**src/design/desf_pkg.sv**
```systemverilog
// Shared types and constants for the double exponential smoothing trend filter.
// No dependencies; imported by the controller, the datapath and the top level.
`timescale 1ns / 1ps

package desf_pkg;

   // request kinds
   localparam logic REQ_SAMPLE  = 1'b0;
   localparam logic REQ_PREDICT = 1'b1;

   // register index, taken from paddr[2]
   localparam logic REG_ALPHA = 1'b0;
   localparam logic REG_BETA  = 1'b1;

   localparam int unsigned COEF_WIDTH = 16;
   localparam logic [COEF_WIDTH-1:0] ALPHA_RESET = 16'd32768;
   localparam logic [COEF_WIDTH-1:0] BETA_RESET  = 16'd32768;

   // blend unit operand select
   localparam logic BLEND_LEVEL = 1'b0;
   localparam logic BLEND_TREND = 1'b1;

   typedef struct packed {
      logic capture;
      logic mul_step;
      logic ext_load;
      logic blend_prod;
      logic blend_load;
      logic blend_sel;
      logic div_init;
      logic div_step;
      logic q_load;
      logic commit;
   } dp_cmd_type;

   typedef struct packed {
      logic is_predict;
      logic primed;
      logic dt_zero;
   } dp_status_type;

endpackage

```
**src/design/desf_ctrl.sv**
```systemverilog
// Sequencer for the smoothing filter: steps the datapath through multiply,
// blend, divide and commit, and owns the word handshakes. Uses desf_pkg.
`timescale 1ns / 1ps

module desf_ctrl #(
   parameter int VALUE_WIDTH = 32,
   parameter int TIME_WIDTH  = 32
) (
   input  logic                      clock,
   input  logic                      reset,
   input  logic                      req_valid,
   output logic                      req_stall,
   output logic                      rsp_valid,
   input  logic                      rsp_stall,
   output desf_pkg::dp_cmd_type      cmd,
   input  desf_pkg::dp_status_type   status
);
   import desf_pkg::*;

   localparam int CMAX = (TIME_WIDTH > VALUE_WIDTH + 1) ? TIME_WIDTH - 1 : VALUE_WIDTH;
   localparam int CW   = $clog2(CMAX + 1);

   localparam logic [3:0] S_IDLE  = 4'd0;
   localparam logic [3:0] S_MUL   = 4'd1;
   localparam logic [3:0] S_EXT   = 4'd2;
   localparam logic [3:0] S_BLA   = 4'd3;
   localparam logic [3:0] S_BLB   = 4'd4;
   localparam logic [3:0] S_DINIT = 4'd5;
   localparam logic [3:0] S_DIV   = 4'd6;
   localparam logic [3:0] S_Q     = 4'd7;
   localparam logic [3:0] S_BTA   = 4'd8;
   localparam logic [3:0] S_BTB   = 4'd9;
   localparam logic [3:0] S_DONE  = 4'd10;

   logic [3:0]    state_ff, state_in;
   logic [CW-1:0] cnt_ff, cnt_in;
   logic          rsp_valid_ff, rsp_valid_in;

   assign req_stall = (state_ff != S_IDLE);
   assign rsp_valid = rsp_valid_ff;

   always_comb begin
      state_in     = state_ff;
      cnt_in       = cnt_ff;
      rsp_valid_in = rsp_valid_ff && rsp_stall;
      cmd          = '0;
      case (state_ff)
         S_IDLE: begin
            if (req_valid) begin
               cmd.capture = 1'b1;
               cnt_in      = CW'(TIME_WIDTH - 1);
               state_in    = S_MUL;
            end
         end
         S_MUL: begin
            cmd.mul_step = 1'b1;
            if (cnt_ff == '0) begin
               state_in = S_EXT;
            end else begin
               cnt_in = cnt_ff - CW'(1);
            end
         end
         S_EXT: begin
            cmd.ext_load = 1'b1;
            if (status.is_predict || !status.primed) begin
               state_in = S_DONE;
            end else begin
               state_in = S_BLA;
            end
         end
         S_BLA: begin
            cmd.blend_prod = 1'b1;
            cmd.blend_sel  = BLEND_LEVEL;
            state_in       = S_BLB;
         end
         S_BLB: begin
            cmd.blend_load = 1'b1;
            cmd.blend_sel  = BLEND_LEVEL;
            state_in       = status.dt_zero ? S_DONE : S_DINIT;
         end
         S_DINIT: begin
            cmd.div_init = 1'b1;
            cnt_in       = CW'(VALUE_WIDTH);
            state_in     = S_DIV;
         end
         S_DIV: begin
            cmd.div_step = 1'b1;
            if (cnt_ff == '0) begin
               state_in = S_Q;
            end else begin
               cnt_in = cnt_ff - CW'(1);
            end
         end
         S_Q: begin
            cmd.q_load = 1'b1;
            state_in   = S_BTA;
         end
         S_BTA: begin
            cmd.blend_prod = 1'b1;
            cmd.blend_sel  = BLEND_TREND;
            state_in       = S_BTB;
         end
         S_BTB: begin
            cmd.blend_load = 1'b1;
            cmd.blend_sel  = BLEND_TREND;
            state_in       = S_DONE;
         end
         S_DONE: begin
            // wait for the output register to free up
            if (!rsp_valid_ff || !rsp_stall) begin
               cmd.commit   = 1'b1;
               rsp_valid_in = 1'b1;
               state_in     = S_IDLE;
            end
         end
         default: begin
            state_in = S_IDLE;
         end
      endcase
   end

   always_ff @(posedge clock) begin
      if (reset) begin
         state_ff     <= S_IDLE;
         cnt_ff       <= '0;
         rsp_valid_ff <= 1'b0;
      end else begin
         state_ff     <= state_in;
         cnt_ff       <= cnt_in;
         rsp_valid_ff <= rsp_valid_in;
      end
   end

endmodule

```
**src/design/desf_datapath.sv**
```systemverilog
// Filter state and arithmetic: shift-add multiply, blend multiplier,
// restoring divider, saturation and the result register. Uses desf_pkg.
`timescale 1ns / 1ps

module desf_datapath #(
   parameter int VALUE_WIDTH = 32,
   parameter int TIME_WIDTH  = 32
) (
   input  logic                      clock,
   input  logic                      reset,
   input  desf_pkg::dp_cmd_type      cmd,
   output desf_pkg::dp_status_type   status,
   input  logic                      req_type,
   input  logic [31:0]               sample_value,
   input  logic [31:0]               time_stamp,
   input  logic [15:0]               alpha,
   input  logic [15:0]               beta,
   output logic [31:0]               out_level,
   output logic [31:0]               out_trend
);
   import desf_pkg::*;

   localparam int W  = VALUE_WIDTH;
   localparam int T  = TIME_WIDTH;
   localparam int XT = (T > 32) ? T : 32;
   localparam int SW = ((W > 32) ? W : 32) + 2;
   localparam int PW = W + T;
   localparam int BW = W + 1 + COEF_WIDTH;

   localparam logic signed [SW-1:0] VMAX_S = SW'((65'd1 << (W - 1)) - 65'd1);
   localparam logic signed [SW-1:0] VMIN_S = ~VMAX_S;
   localparam logic signed [SW-1:0] OMAX_S = SW'(32'h7FFF_FFFF);
   localparam logic signed [SW-1:0] OMIN_S = ~OMAX_S;
   localparam logic [PW-1:0]        LIM_POS = PW'((65'd1 << (W - 1)) - 65'd1);
   localparam logic [PW-1:0]        LIM_NEG = PW'(65'd1 << (W - 1));

   function automatic logic [W-1:0] sat_v(input logic signed [SW-1:0] v);
      logic [W-1:0] r;
      if (v > VMAX_S) begin
         r = VMAX_S[W-1:0];
      end else if (v < VMIN_S) begin
         r = VMIN_S[W-1:0];
      end else begin
         r = v[W-1:0];
      end
      return r;
   endfunction

   function automatic logic [31:0] out32(input logic [W-1:0] v);
      logic signed [SW-1:0] e;
      logic [31:0]          r;
      e = SW'($signed(v));
      if (e > OMAX_S) begin
         r = OMAX_S[31:0];
      end else if (e < OMIN_S) begin
         r = OMIN_S[31:0];
      end else begin
         r = e[31:0];
      end
      return r;
   endfunction

   // filter state
   logic         primed_ff, primed_in;
   logic [W-1:0] level_ff, level_in;
   logic [W-1:0] trend_ff, trend_in;
   logic [T-1:0] last_time_ff, last_time_in;

   // captured request
   logic         req_type_ff, req_type_in;
   logic [W-1:0] sample_ff, sample_in;
   logic [T-1:0] time_ff, time_in;
   logic [T-1:0] dt_ff, dt_in;

   // multiplier
   logic [W-1:0]  ma_ff, ma_in;
   logic [T-1:0]  mb_ff, mb_in;
   logic [PW-1:0] acc_ff, acc_in;
   logic          mneg_ff, mneg_in;
   logic [W-1:0]  x_ff, x_in;

   // blend
   logic [BW-1:0] pr_ff, pr_in;
   logic          bneg_ff, bneg_in;
   logic [W-1:0]  nl_ff, nl_in;
   logic [W-1:0]  nt_ff, nt_in;

   // divider
   logic [W:0]    quo_ff, quo_in;
   logic [T-1:0]  rem_ff, rem_in;
   logic          qneg_ff, qneg_in;
   logic [W-1:0]  q_ff, q_in;

   logic [31:0]   out_level_ff, out_level_in;
   logic [31:0]   out_trend_ff, out_trend_in;

   // combinational terms
   logic [XT-1:0] t_ext;
   logic [T-1:0]  t_now;
   logic [T-1:0]  dt_now;
   logic [PW-1:0] acc_cl;
   logic [W-1:0]  prod_s;
   logic [W-1:0]  b_base, b_target;
   logic [15:0]   b_f;
   logic [W:0]    b_diff, b_dmag;
   logic [BW:0]   pr_r;
   logic [W+1:0]  b_inc, b_res;
   logic [W:0]    dl, dl_mag;
   logic [T-1:0]  dv;
   logic [T:0]    rs;
   logic [W+1:0]  qx, qs;
   logic [W-1:0]  new_trend;

   assign out_level = out_level_ff;
   assign out_trend = out_trend_ff;

   assign status.is_predict = (req_type_ff == REQ_PREDICT);
   assign status.primed     = primed_ff;
   assign status.dt_zero    = (dt_ff == '0);

   always_comb begin
      t_ext  = XT'(time_stamp);
      t_now  = t_ext[T-1:0];
      dt_now = t_now - last_time_ff;

      // clamp the magnitude product to the signed range, then apply the sign
      if (acc_ff > (mneg_ff ? LIM_NEG : LIM_POS)) begin
         acc_cl = mneg_ff ? LIM_NEG : LIM_POS;
      end else begin
         acc_cl = acc_ff;
      end
      prod_s = mneg_ff ? (W'(0) - acc_cl[W-1:0]) : acc_cl[W-1:0];

      // blend: base + floor(f * (target - base) / 2^16)
      if (cmd.blend_sel == BLEND_TREND) begin
         b_base   = trend_ff;
         b_target = q_ff;
         b_f      = beta;
      end else begin
         b_base   = x_ff;
         b_target = sample_ff;
         b_f      = alpha;
      end
      b_diff = {b_target[W-1], b_target} - {b_base[W-1], b_base};
      b_dmag = b_diff[W] ? ((W + 1)'(0) - b_diff) : b_diff;
      pr_r   = {1'b0, pr_ff} + (bneg_ff ? (BW + 1)'(16'hFFFF) : '0);
      b_inc  = pr_r[BW:COEF_WIDTH];
      if (bneg_ff) begin
         b_res = {{2{b_base[W-1]}}, b_base} - b_inc;
      end else begin
         b_res = {{2{b_base[W-1]}}, b_base} + b_inc;
      end

      // divider operands
      dl     = {nl_ff[W-1], nl_ff} - {level_ff[W-1], level_ff};
      dl_mag = dl[W] ? ((W + 1)'(0) - dl) : dl;
      dv     = dt_ff[T-1] ? (T'(0) - dt_ff) : dt_ff;
      rs     = {rem_ff, quo_ff[W]};
      qx     = {1'b0, quo_ff};
      qs     = qneg_ff ? ((W + 2)'(0) - qx) : qx;

      new_trend = status.dt_zero ? trend_ff : nt_ff;

      // defaults: hold
      primed_in    = primed_ff;
      level_in     = level_ff;
      trend_in     = trend_ff;
      last_time_in = last_time_ff;
      req_type_in  = req_type_ff;
      sample_in    = sample_ff;
      time_in      = time_ff;
      dt_in        = dt_ff;
      ma_in        = ma_ff;
      mb_in        = mb_ff;
      acc_in       = acc_ff;
      mneg_in      = mneg_ff;
      x_in         = x_ff;
      pr_in        = pr_ff;
      bneg_in      = bneg_ff;
      nl_in        = nl_ff;
      nt_in        = nt_ff;
      quo_in       = quo_ff;
      rem_in       = rem_ff;
      qneg_in      = qneg_ff;
      q_in         = q_ff;
      out_level_in = out_level_ff;
      out_trend_in = out_trend_ff;

      if (cmd.capture) begin
         req_type_in = req_type;
         sample_in   = sat_v(SW'($signed(sample_value)));
         time_in     = t_now;
         dt_in       = dt_now;
         ma_in       = trend_ff[W-1] ? (W'(0) - trend_ff) : trend_ff;
         mb_in       = dt_now[T-1] ? (T'(0) - dt_now) : dt_now;
         acc_in      = '0;
         mneg_in     = trend_ff[W-1] ^ dt_now[T-1];
      end

      if (cmd.mul_step) begin
         acc_in = {acc_ff[PW-2:0], 1'b0} + (mb_ff[T-1] ? PW'(ma_ff) : '0);
         mb_in  = {mb_ff[T-2:0], 1'b0};
      end

      if (cmd.ext_load) begin
         x_in = sat_v(SW'($signed(level_ff)) + SW'($signed(prod_s)));
      end

      if (cmd.blend_prod) begin
         pr_in   = BW'(b_dmag) * BW'(b_f);
         bneg_in = b_diff[W];
      end

      if (cmd.blend_load) begin
         if (cmd.blend_sel == BLEND_TREND) begin
            nt_in = b_res[W-1:0];
         end else begin
            nl_in = b_res[W-1:0];
         end
      end

      if (cmd.div_init) begin
         quo_in  = dl_mag;
         rem_in  = '0;
         qneg_in = dl[W] ^ dt_ff[T-1];
      end

      if (cmd.div_step) begin
         if (rs >= {1'b0, dv}) begin
            rem_in = T'(rs - {1'b0, dv});
            quo_in = {quo_ff[W-1:0], 1'b1};
         end else begin
            rem_in = rs[T-1:0];
            quo_in = {quo_ff[W-1:0], 1'b0};
         end
      end

      if (cmd.q_load) begin
         q_in = sat_v(SW'($signed(qs)));
      end

      if (cmd.commit) begin
         if (req_type_ff == REQ_PREDICT) begin
            out_level_in = out32(x_ff);
            out_trend_in = out32(trend_ff);
         end else if (!primed_ff) begin
            primed_in    = 1'b1;
            level_in     = sample_ff;
            trend_in     = '0;
            last_time_in = time_ff;
            out_level_in = out32(sample_ff);
            out_trend_in = '0;
         end else begin
            level_in     = nl_ff;
            trend_in     = new_trend;
            last_time_in = time_ff;
            out_level_in = out32(nl_ff);
            out_trend_in = out32(new_trend);
         end
      end
   end

   always_ff @(posedge clock) begin
      if (reset) begin
         primed_ff    <= 1'b0;
         level_ff     <= '0;
         trend_ff     <= '0;
         last_time_ff <= '0;
      end else begin
         primed_ff    <= primed_in;
         level_ff     <= level_in;
         trend_ff     <= trend_in;
         last_time_ff <= last_time_in;
      end
   end

   always_ff @(posedge clock) begin
      req_type_ff  <= req_type_in;
      sample_ff    <= sample_in;
      time_ff      <= time_in;
      dt_ff        <= dt_in;
      ma_ff        <= ma_in;
      mb_ff        <= mb_in;
      acc_ff       <= acc_in;
      mneg_ff      <= mneg_in;
      x_ff         <= x_in;
      pr_ff        <= pr_in;
      bneg_ff      <= bneg_in;
      nl_ff        <= nl_in;
      nt_ff        <= nt_in;
      quo_ff       <= quo_in;
      rem_ff       <= rem_in;
      qneg_ff      <= qneg_in;
      q_ff         <= q_in;
      out_level_ff <= out_level_in;
      out_trend_ff <= out_trend_in;
   end

endmodule

```
**src/design/double_exp_smoothing_trend_filter.sv**
```systemverilog
// Top level of the double exponential smoothing trend filter: register port,
// controller and datapath. Depends on desf_pkg, desf_ctrl, desf_datapath.
`timescale 1ns / 1ps

// Usage
//   Request channel (req_valid / req_stall): one word per request. req_type
//   selects a sample update (level/trend blend, time stamp stored) or a
//   prediction of the level at req_time_stamp (state untouched).
//   Result channel (rsp_valid / rsp_stall): one word per request carrying the
//   new or predicted level and the current trend, both Q16.16, saturated.
//   Register port: alpha at byte 0, beta at byte 4, Q0.16; write only while
//   no request is in flight. Reads return the stored value.
// Sequence: a prediction or a first sample completes after the bit-serial
//   extrapolation multiply (T steps, T = TIME_WIDTH); a sample with zero
//   elapsed time adds the level blend; other samples add the level blend,
//   the restoring divide by elapsed time (V + 1 steps, V = VALUE_WIDTH)
//   and the trend blend. One request is in flight at a time; the next is
//   taken the cycle after its result is loaded.
// Reset clears the filter (unprimed, level, trend and last time zero) and
//   loads alpha and beta with one half.
// A stalled result holds in the output register; the next request may be
//   accepted and processed meanwhile, and it waits to commit until the
//   held word is taken.

module double_exp_smoothing_trend_filter #(
   parameter int VALUE_WIDTH = 32,
   parameter int TIME_WIDTH  = 32
) (
   input  logic        clock,
   input  logic        reset,
   // request channel
   input  logic        req_valid,
   output logic        req_stall,
   input  logic        req_type,
   input  logic [31:0] req_sample_value,
   input  logic [31:0] req_time_stamp,
   // result channel
   output logic        rsp_valid,
   input  logic        rsp_stall,
   output logic [31:0] rsp_out_level,
   output logic [31:0] rsp_out_trend,
   // register port
   input  logic        psel,
   input  logic        penable,
   input  logic        pwrite,
   input  logic [2:0]  paddr,
   input  logic [31:0] pwdata,
   output logic [31:0] prdata,
   output logic        pready
);
   import desf_pkg::*;

   logic [COEF_WIDTH-1:0] alpha_ff, alpha_in;
   logic [COEF_WIDTH-1:0] beta_ff, beta_in;
   logic                  csr_wr;
   dp_cmd_type            cmd;
   dp_status_type         status;

   assign pready = 1'b1;
   assign csr_wr = psel && penable && pwrite;

   // register writes; word address taken from paddr[2]
   always_comb begin
      alpha_in = alpha_ff;
      beta_in  = beta_ff;
      if (csr_wr) begin
         case (paddr[2])
            REG_ALPHA: alpha_in = pwdata[COEF_WIDTH-1:0];
            REG_BETA:  beta_in  = pwdata[COEF_WIDTH-1:0];
            default:   alpha_in = alpha_ff;
         endcase
      end
   end

   always_comb begin
      case (paddr[2])
         REG_ALPHA: prdata = 32'(alpha_ff);
         REG_BETA:  prdata = 32'(beta_ff);
         default:   prdata = '0;
      endcase
   end

   always_ff @(posedge clock) begin
      if (reset) begin
         alpha_ff <= ALPHA_RESET;
         beta_ff  <= BETA_RESET;
      end else begin
         alpha_ff <= alpha_in;
         beta_ff  <= beta_in;
      end
   end

   desf_ctrl #(
      .VALUE_WIDTH (VALUE_WIDTH),
      .TIME_WIDTH  (TIME_WIDTH)
   ) u_ctrl (
      .clock     (clock),
      .reset     (reset),
      .req_valid (req_valid),
      .req_stall (req_stall),
      .rsp_valid (rsp_valid),
      .rsp_stall (rsp_stall),
      .cmd       (cmd),
      .status    (status)
   );

   desf_datapath #(
      .VALUE_WIDTH (VALUE_WIDTH),
      .TIME_WIDTH  (TIME_WIDTH)
   ) u_datapath (
      .clock        (clock),
      .reset        (reset),
      .cmd          (cmd),
      .status       (status),
      .req_type     (req_type),
      .sample_value (req_sample_value),
      .time_stamp   (req_time_stamp),
      .alpha        (alpha_ff),
      .beta         (beta_ff),
      .out_level    (rsp_out_level),
      .out_trend    (rsp_out_trend)
   );

endmodule
```
**config.mk**
```make
export PLATFORM = sky130hd
export DESIGN_NAME = double_exp_smoothing_trend_filter
export DESIGN_NICKNAME = d
export VERILOG_FILES = /design/src/design/desf_pkg.sv /design/src/design/desf_ctrl.sv /design/src/design/desf_datapath.sv /design/src/design/double_exp_smoothing_trend_filter.sv
export SDC_FILE = /design/constraint.sdc
export NUM_CORES = 2
export LEC_CHECK = 0
export BUFFER_PORTS_ARGS = -buffer_cell sky130_fd_sc_hd__buf_4
export CAP_MARGIN = 5
export CORE_MARGIN = 2
export CORE_UTILIZATION = 65
export CTS_BUF_LIST = sky130_fd_sc_hd__clkbuf_4 sky130_fd_sc_hd__clkbuf_8
export CTS_CLUSTER_DIAMETER = 100
export DETAILED_ROUTE_END_ITERATION = 8
export PLACE_DENSITY = 0.85
export SYNTH_ARGS = -nofsm -noshare
export SYNTH_HDL_FRONTEND = slang
export SYNTH_SLANG_ARGS = --single-unit
```
**constraint.sdc**
```tcl
create_clock -name clock -period 27.9 [get_ports clock]
set_clock_uncertainty 0.05 [all_clocks]
set_input_delay 8.37 -clock clock [delete_from_list [all_inputs] [get_ports clock]]
set_output_delay 8.37 -clock clock [all_outputs]
set_load 0.01 [all_outputs]
```
After elaboration in Yosys (flattened, before gate mapping)

Cells that the tools add are included.

Register bits after elaboration: 673
Bits of input ports: 107
Output and inout bits: 99
Logic and storage cells: 182

Add/sub/neg operators: 17
Multipliers: 1
Order comparisons: 18
Eq/ne operators: 15
Muxes and demuxes: 70
Bitwise operators: 5
Reduce and logical (&&, ||, !) cells: 26

Operators with widths:

| kind                    | number |
|---|---|
| $mux W32                | 34 |
| $gt A32 B32 Y1 const B  | 6 |
| $lt A32 B32 Y1 const B  | 6 |
| $mux W33                | 4 |
| $mux W64                | 2 |
| $sub A1 B32 Y32 const A | 4 |
| $sub A32 B32 Y32        | 3 |
| $gt A34 B32 Y1 const B  | 2 |
| $lt A34 B32 Y1 const B  | 2 |
| $sub A1 B33 Y33 const A | 2 |
| $sub A32 B32 Y33        | 2 |
| $add A64 B32 Y64        | 1 |
| $gt A64 B32 Y1          | 1 |
| $pmux W32 S2            | 1 |
| $add A48 B16 Y48        | 1 |
| $mul A33 B16 Y48        | 1 |
| $pmux W4 S11            | 1 |
| $mux W34                | 1 |
| $sub A1 B33 Y34 const A | 1 |
| $add A32 B32 Y33        | 1 |
| $ge A33 B32 Y1          | 1 |
| $add A32 B32 Y32        | 1 |
| $logic_not A32 Y1       | 1 |
| $mux W16                | 2 |
| other kinds (26)        | 71 |

Logic depth before layout (Yosys ltp)

Word-level depth: 8
Depth in mapped cells: 53
Mapped depth without buffers: 45

Cells and area by module

From an unflattened synthesis, not the netlist that was laid out.

Cell total of the unflattened synthesis: 6760
Area, all modules: 63055.5 um^2

Modules (own cells, without submodules):

| module                            | instances | cells an instance | area each (um^2) | sequential area each (um^2) |
|---|---|---|---|---|
| desf_datapath                     | 1         | 6475              | 60471.7          | 17937.2 |
| double_exp_smoothing_trend_filter | 1         | 161               | 1682.9           | 640.6 |
| desf_ctrl                         | 1         | 124               | 900.9            | 220.2 |

Worst setup path before layout

OpenSTA, ideal clock, no wires.

Path type: input to output
From: input paddr[2]
To: output prdata[10]
Arrival: 9432 ps
Data required time: 19480 ps
Setup slack: 10048 ps
Stages: 3
Cell sequence: clkbuf_1 buf_1 mux2_2

Longest elaborated chain between the ends: 2

Ends and longest elaborated chain:

| item                 | RTL line                                | text |
|---|---|---|
| from (decl)          | double_exp_smoothing_trend_filter.sv:46 | `input logic [2:0] paddr,` |
| $not A1 Y1 (no line) | -                                       |  |
| $pmux W32 S2 *       | double_exp_smoothing_trend_filter.sv:76 | `case (paddr[2])` |
| to (decl)            | double_exp_smoothing_trend_filter.sv:48 | `output logic [31:0] prdata,` |

Mark *: on every way between the ends. The rest lies on a longest branch, timed or not. The select of a mux whose other input is x is not followed.

Worst setup path after layout

From: input paddr[2]
To: output prdata[13]

The elaborated chain is that of the path after synthesis.

==> run_results.csv <==
group,metric,value,unit
run_status,status,"finished, violations left",
run_status,violations,"DRC",
timing,final.setup.tns,0,ns
setup_path,start_kind,"input pin",
drt,drt_first_pass_iters,9,
global_routing,grt_pass1_wl,268000,um
floorplanning,fp-row-count,113,
drt,drc,2,
setup_path,r2r_cells,46,
layout,final_cell_area,66800,sq um
timing,rsz0062_at_grt,"false",
drt,route.met3.wl,17100,um
global_routing,grt_use_total,0.347,
global_routing,first_global_vias,49923,
drt,dr_total_vias,50645,
setup_path,crit_slowest_cell,"mux2_2",
synthesis,synthArstFlopShare,0,
setup_path,timing.rr.end,"u_datapath.pr_ff[41]$_DFFE_PP_",
drt,drt-met1-wl,65800,um
layout,nFillCells,7023,
timing,timing.final.crit_share,0.630,
drt,routed_wl,171000,um
floorplanning,coreArea,94600,sq um
min_path,hold_class,"reg -> reg",
clocking,cts_sinks,673,
drt,wl_per_cell,21.0,um
clocking,cts-root-buf,"clkbuf_8",
drt,dr.max_layer_used,"met5",
setup_path,timing.rr.start,"u_ctrl.state_ff[3]$_SDFFE_PP0P_",
timing,fmax,56.9,MHz
floorplanning,io_pins,206,
timing,finalCriticalPeriod,17.58,ns
clocking,clock_path_buffers,3,
clocking,clkTransAtPathRegs,0.06,ns
global_routing,grt_max_degree,79,
setup_path,crit_start,"paddr[2]",
synthesis,yosysWarnings,0,
placed_design,gp_congestion,0.962,
synthesis,synth-seq-cells,673,
floorplanning,die_area,97400,sq um
setup_path,critPathArrivalTime,9.16,ns
timing,hold_viol,0,
setup_path,crit_fanout,19,
synthesis,synth_edf_count,532,
placed_design,place_area,64100,sq um
drt,final_antenna_net_count,0,
clocking,clk_latency,0.80,ns
timing,slew_viol_final,0,
setup_path,r2r_slack,14.22,ns
layout,final_nets,7703,
synthesis,synth_seq_area_share,0.305,
setup_path,worst_ep_required_time,19.48,ns
setup_path,cp-endpoint,"prdata[13]",
timing,max-slew-margin-rel,0.157,
drt,route.met2.wl,78100,um
setup_path,path_common_cell,"buf_4",
timing,finalSetupViolations,0,
clocking,cts_buffers,114,
floorplanning,initial_utilization,0.652,
placed_design,dp_hpwl,128000,um
placed_design,numPortBuffers,170,
clocking,cts_tree,"yes",
synthesis,synthCells,6718,
clocking,cts_hold_buf,0,
layout,drive_gt1_frac,0.0978,
floorplanning,chipWidth,312,um
setup_path,crit_type,"in -> out",
synthesis,syn_avg_cell_area,9.19,sq um
run,drv_cap,0,
clocking,h-tree-depth,3,
clocking,cts-resized-gates,0,
global_routing,gr-total-overflow,0,
drt,drtIter0Drc,5361,
drt,via_per_inst,6.22,
global_routing,antenna_found_initial,6,
setup_path,critical-path-max-stage-delay,0.38,ns
synthesis,synth_cell_types,98,
floorplanning,die_h,312,um
synthesis,synth_area,61700,sq um
setup_path,cp-end-kind,"output port",
clocking,postCtsSetupBuffers,0,
synthesis,ys.flop_type,"edfxtp_1",
timing,worst_pin_slew,1.24,ns
setup_path,crit_chain,"buf_4 -> mux2_2 -> buf_4",
layout,area_growth,8.19,%
[synth_stat cells, drive strengths merged (38+ instances only)]
| cell | n | share of area |
|---|---|---|
| nand2 | 777 | 0.047 |
| inv | 700 | 0.043 |
| nor2 | 577 | 0.035 |
| edfxtp | 532 | 0.26 |
| fa | 437 | 0.14 |
| a21oi | 419 | 0.034 |
| ha | 388 | 0.079 |
| xnor2 | 312 | 0.045 |
| o21ai | 296 | 0.024 |
| clkbuf | 285 | 0.017 |
| xor2 | 185 | 0.026 |
| mux2 | 148 | 0.027 |
| a21o | 142 | 0.017 |
| dfxtp | 141 | 0.046 |
| and2 | 128 | 0.013 |
| nor3 | 111 | 0.0091 |
| a22o | 91 | 0.013 |
| mux2i | 76 | 0.012 |
| nand3 | 72 | 0.0059 |
| nand2b | 71 | 0.0072 |
| nor2b | 56 | 0.0057 |
| a31oi | 53 | 0.0056 |
| and3 | 49 | 0.0050 |
| or3 | 49 | 0.0050 |
| o31ai | 48 | 0.0058 |
| buf | 47 | 0.0043 |
| o21a | 41 | 0.0050 |
| a211oi | 38 | 0.0049 |
[routing by layer]
metal / track usage / vias to the layer above
met5: 0 / -
met2: 0.558 / 2643
met1: 0.456 / 24319
met4: 0.178 / 2
li1: - / 23154
met3: 0.0553 / 527
[logic make-up (layout without fill, tap and decap cells)]
kind of cell	after synthesis	count (layout)	share of synthesized area
AND/OR/NAND/NOR	2056	2056	0.153
AO/OA/AOI/OAI	1399	1399	0.145
buffers and inverters	1032	1168	0.0643
adder cells (fa/ha/maj)	835	835	0.222
flip-flops	673	673	0.305
XOR/XNOR	497	497	0.0710
multiplexers	224	224	0.0393
other	2	22	0.000122
[area by class of cell]
type / count / area, sq um / share of cell area
multi-input cells: 5028 / 39200 / 0.587
flip-flops and latches: 673 / 18800 / 0.282
inverters: 700 / 2630 / 0.0394
clock buffers: 157 / 2020 / 0.0302
repair buffers: 254 / 1910 / 0.0286
well taps: 1265 / 1580 / 0.0237
clock inverters: 57 / 609 / 0.00913
diodes: 5 / 12.5 / 0.000187
[state kept, by name (all words and copies together) (netlist names), 4 cells and up]
register and cells:
alpha_ff 16, beta_ff 16, u_ctrl.cnt_ff 6, u_ctrl.state_ff 4
u_datapath.acc_ff 64, u_datapath.dt_ff 32, u_datapath.last_time_ff 32, u_datapath.level_ff 32
u_datapath.ma_ff 32, u_datapath.mb_ff 32, u_datapath.nl_ff 32, u_datapath.nt_ff 32
u_datapath.out_level 32, u_datapath.out_trend 32, u_datapath.pr_ff 48, u_datapath.q_ff 32
u_datapath.quo_ff 33, u_datapath.rem_ff 32, u_datapath.sample_ff 32, u_datapath.time_ff 32
u_datapath.trend_ff 32, u_datapath.x_ff 32
[metrics by stage]
step,std cells,hold slack (ns),utilization,worst slack (ns)
3_3_place_gp,7920,0.392,0.678,10.32
4_1_cts,8134,0.405,0.706,10.32
3_5_place_dp,7920,0.397,0.678,10.32
5_1_grt,8138,0.424,0.706,10.30
6_report,8139,0.406,0.706,10.32
2_1_floorplan,6733,0.386,-,10.05
[cells in the final DEF (no fill, tap or decap), types with 134 or more instances in the layout]
cell type	n
nand2_1	776
inv_1	699
nor2_1	573
edfxtp_1	532
fa_1	437
a21oi_1	416
ha_1	388
xnor2_1	309
o21ai_0	293
buf_4	254
xor2_1	175
mux2_2	144
a21o_1	142
dfxtp_1	140
clkbuf_8	134
[critical path, delay by kind of cell]
kind / cells / cell delay, ns
multiplexers: 1 / 0.38
buffers and inverters: 2 / 0.39
[how the worst min path moves through the flow]
stage,startpoint,endpoint,cells past startpoint
2_1_floorplan,u_datapath.last_time_ff[10]$_SDFFE_PP0P_,u_datapath.last_time_ff[10]$_SDFFE_PP0P_,2
3_3_place_gp,u_datapath.last_time_ff[9]$_SDFFE_PP0P_,u_datapath.last_time_ff[9]$_SDFFE_PP0P_,2
3_5_place_dp,u_datapath.last_time_ff[19]$_SDFFE_PP0P_,u_datapath.last_time_ff[19]$_SDFFE_PP0P_,2
4_1_cts,u_datapath.last_time_ff[19]$_SDFFE_PP0P_,u_datapath.last_time_ff[19]$_SDFFE_PP0P_,2
5_1_grt,u_datapath.last_time_ff[19]$_SDFFE_PP0P_,u_datapath.last_time_ff[19]$_SDFFE_PP0P_,2
6_report,u_datapath.last_time_ff[19]$_SDFFE_PP0P_,u_datapath.last_time_ff[19]$_SDFFE_PP0P_,2
Power is not shown: default switching activity piles up to over one toggle a cycle in this logic, so the estimate is an artifact.
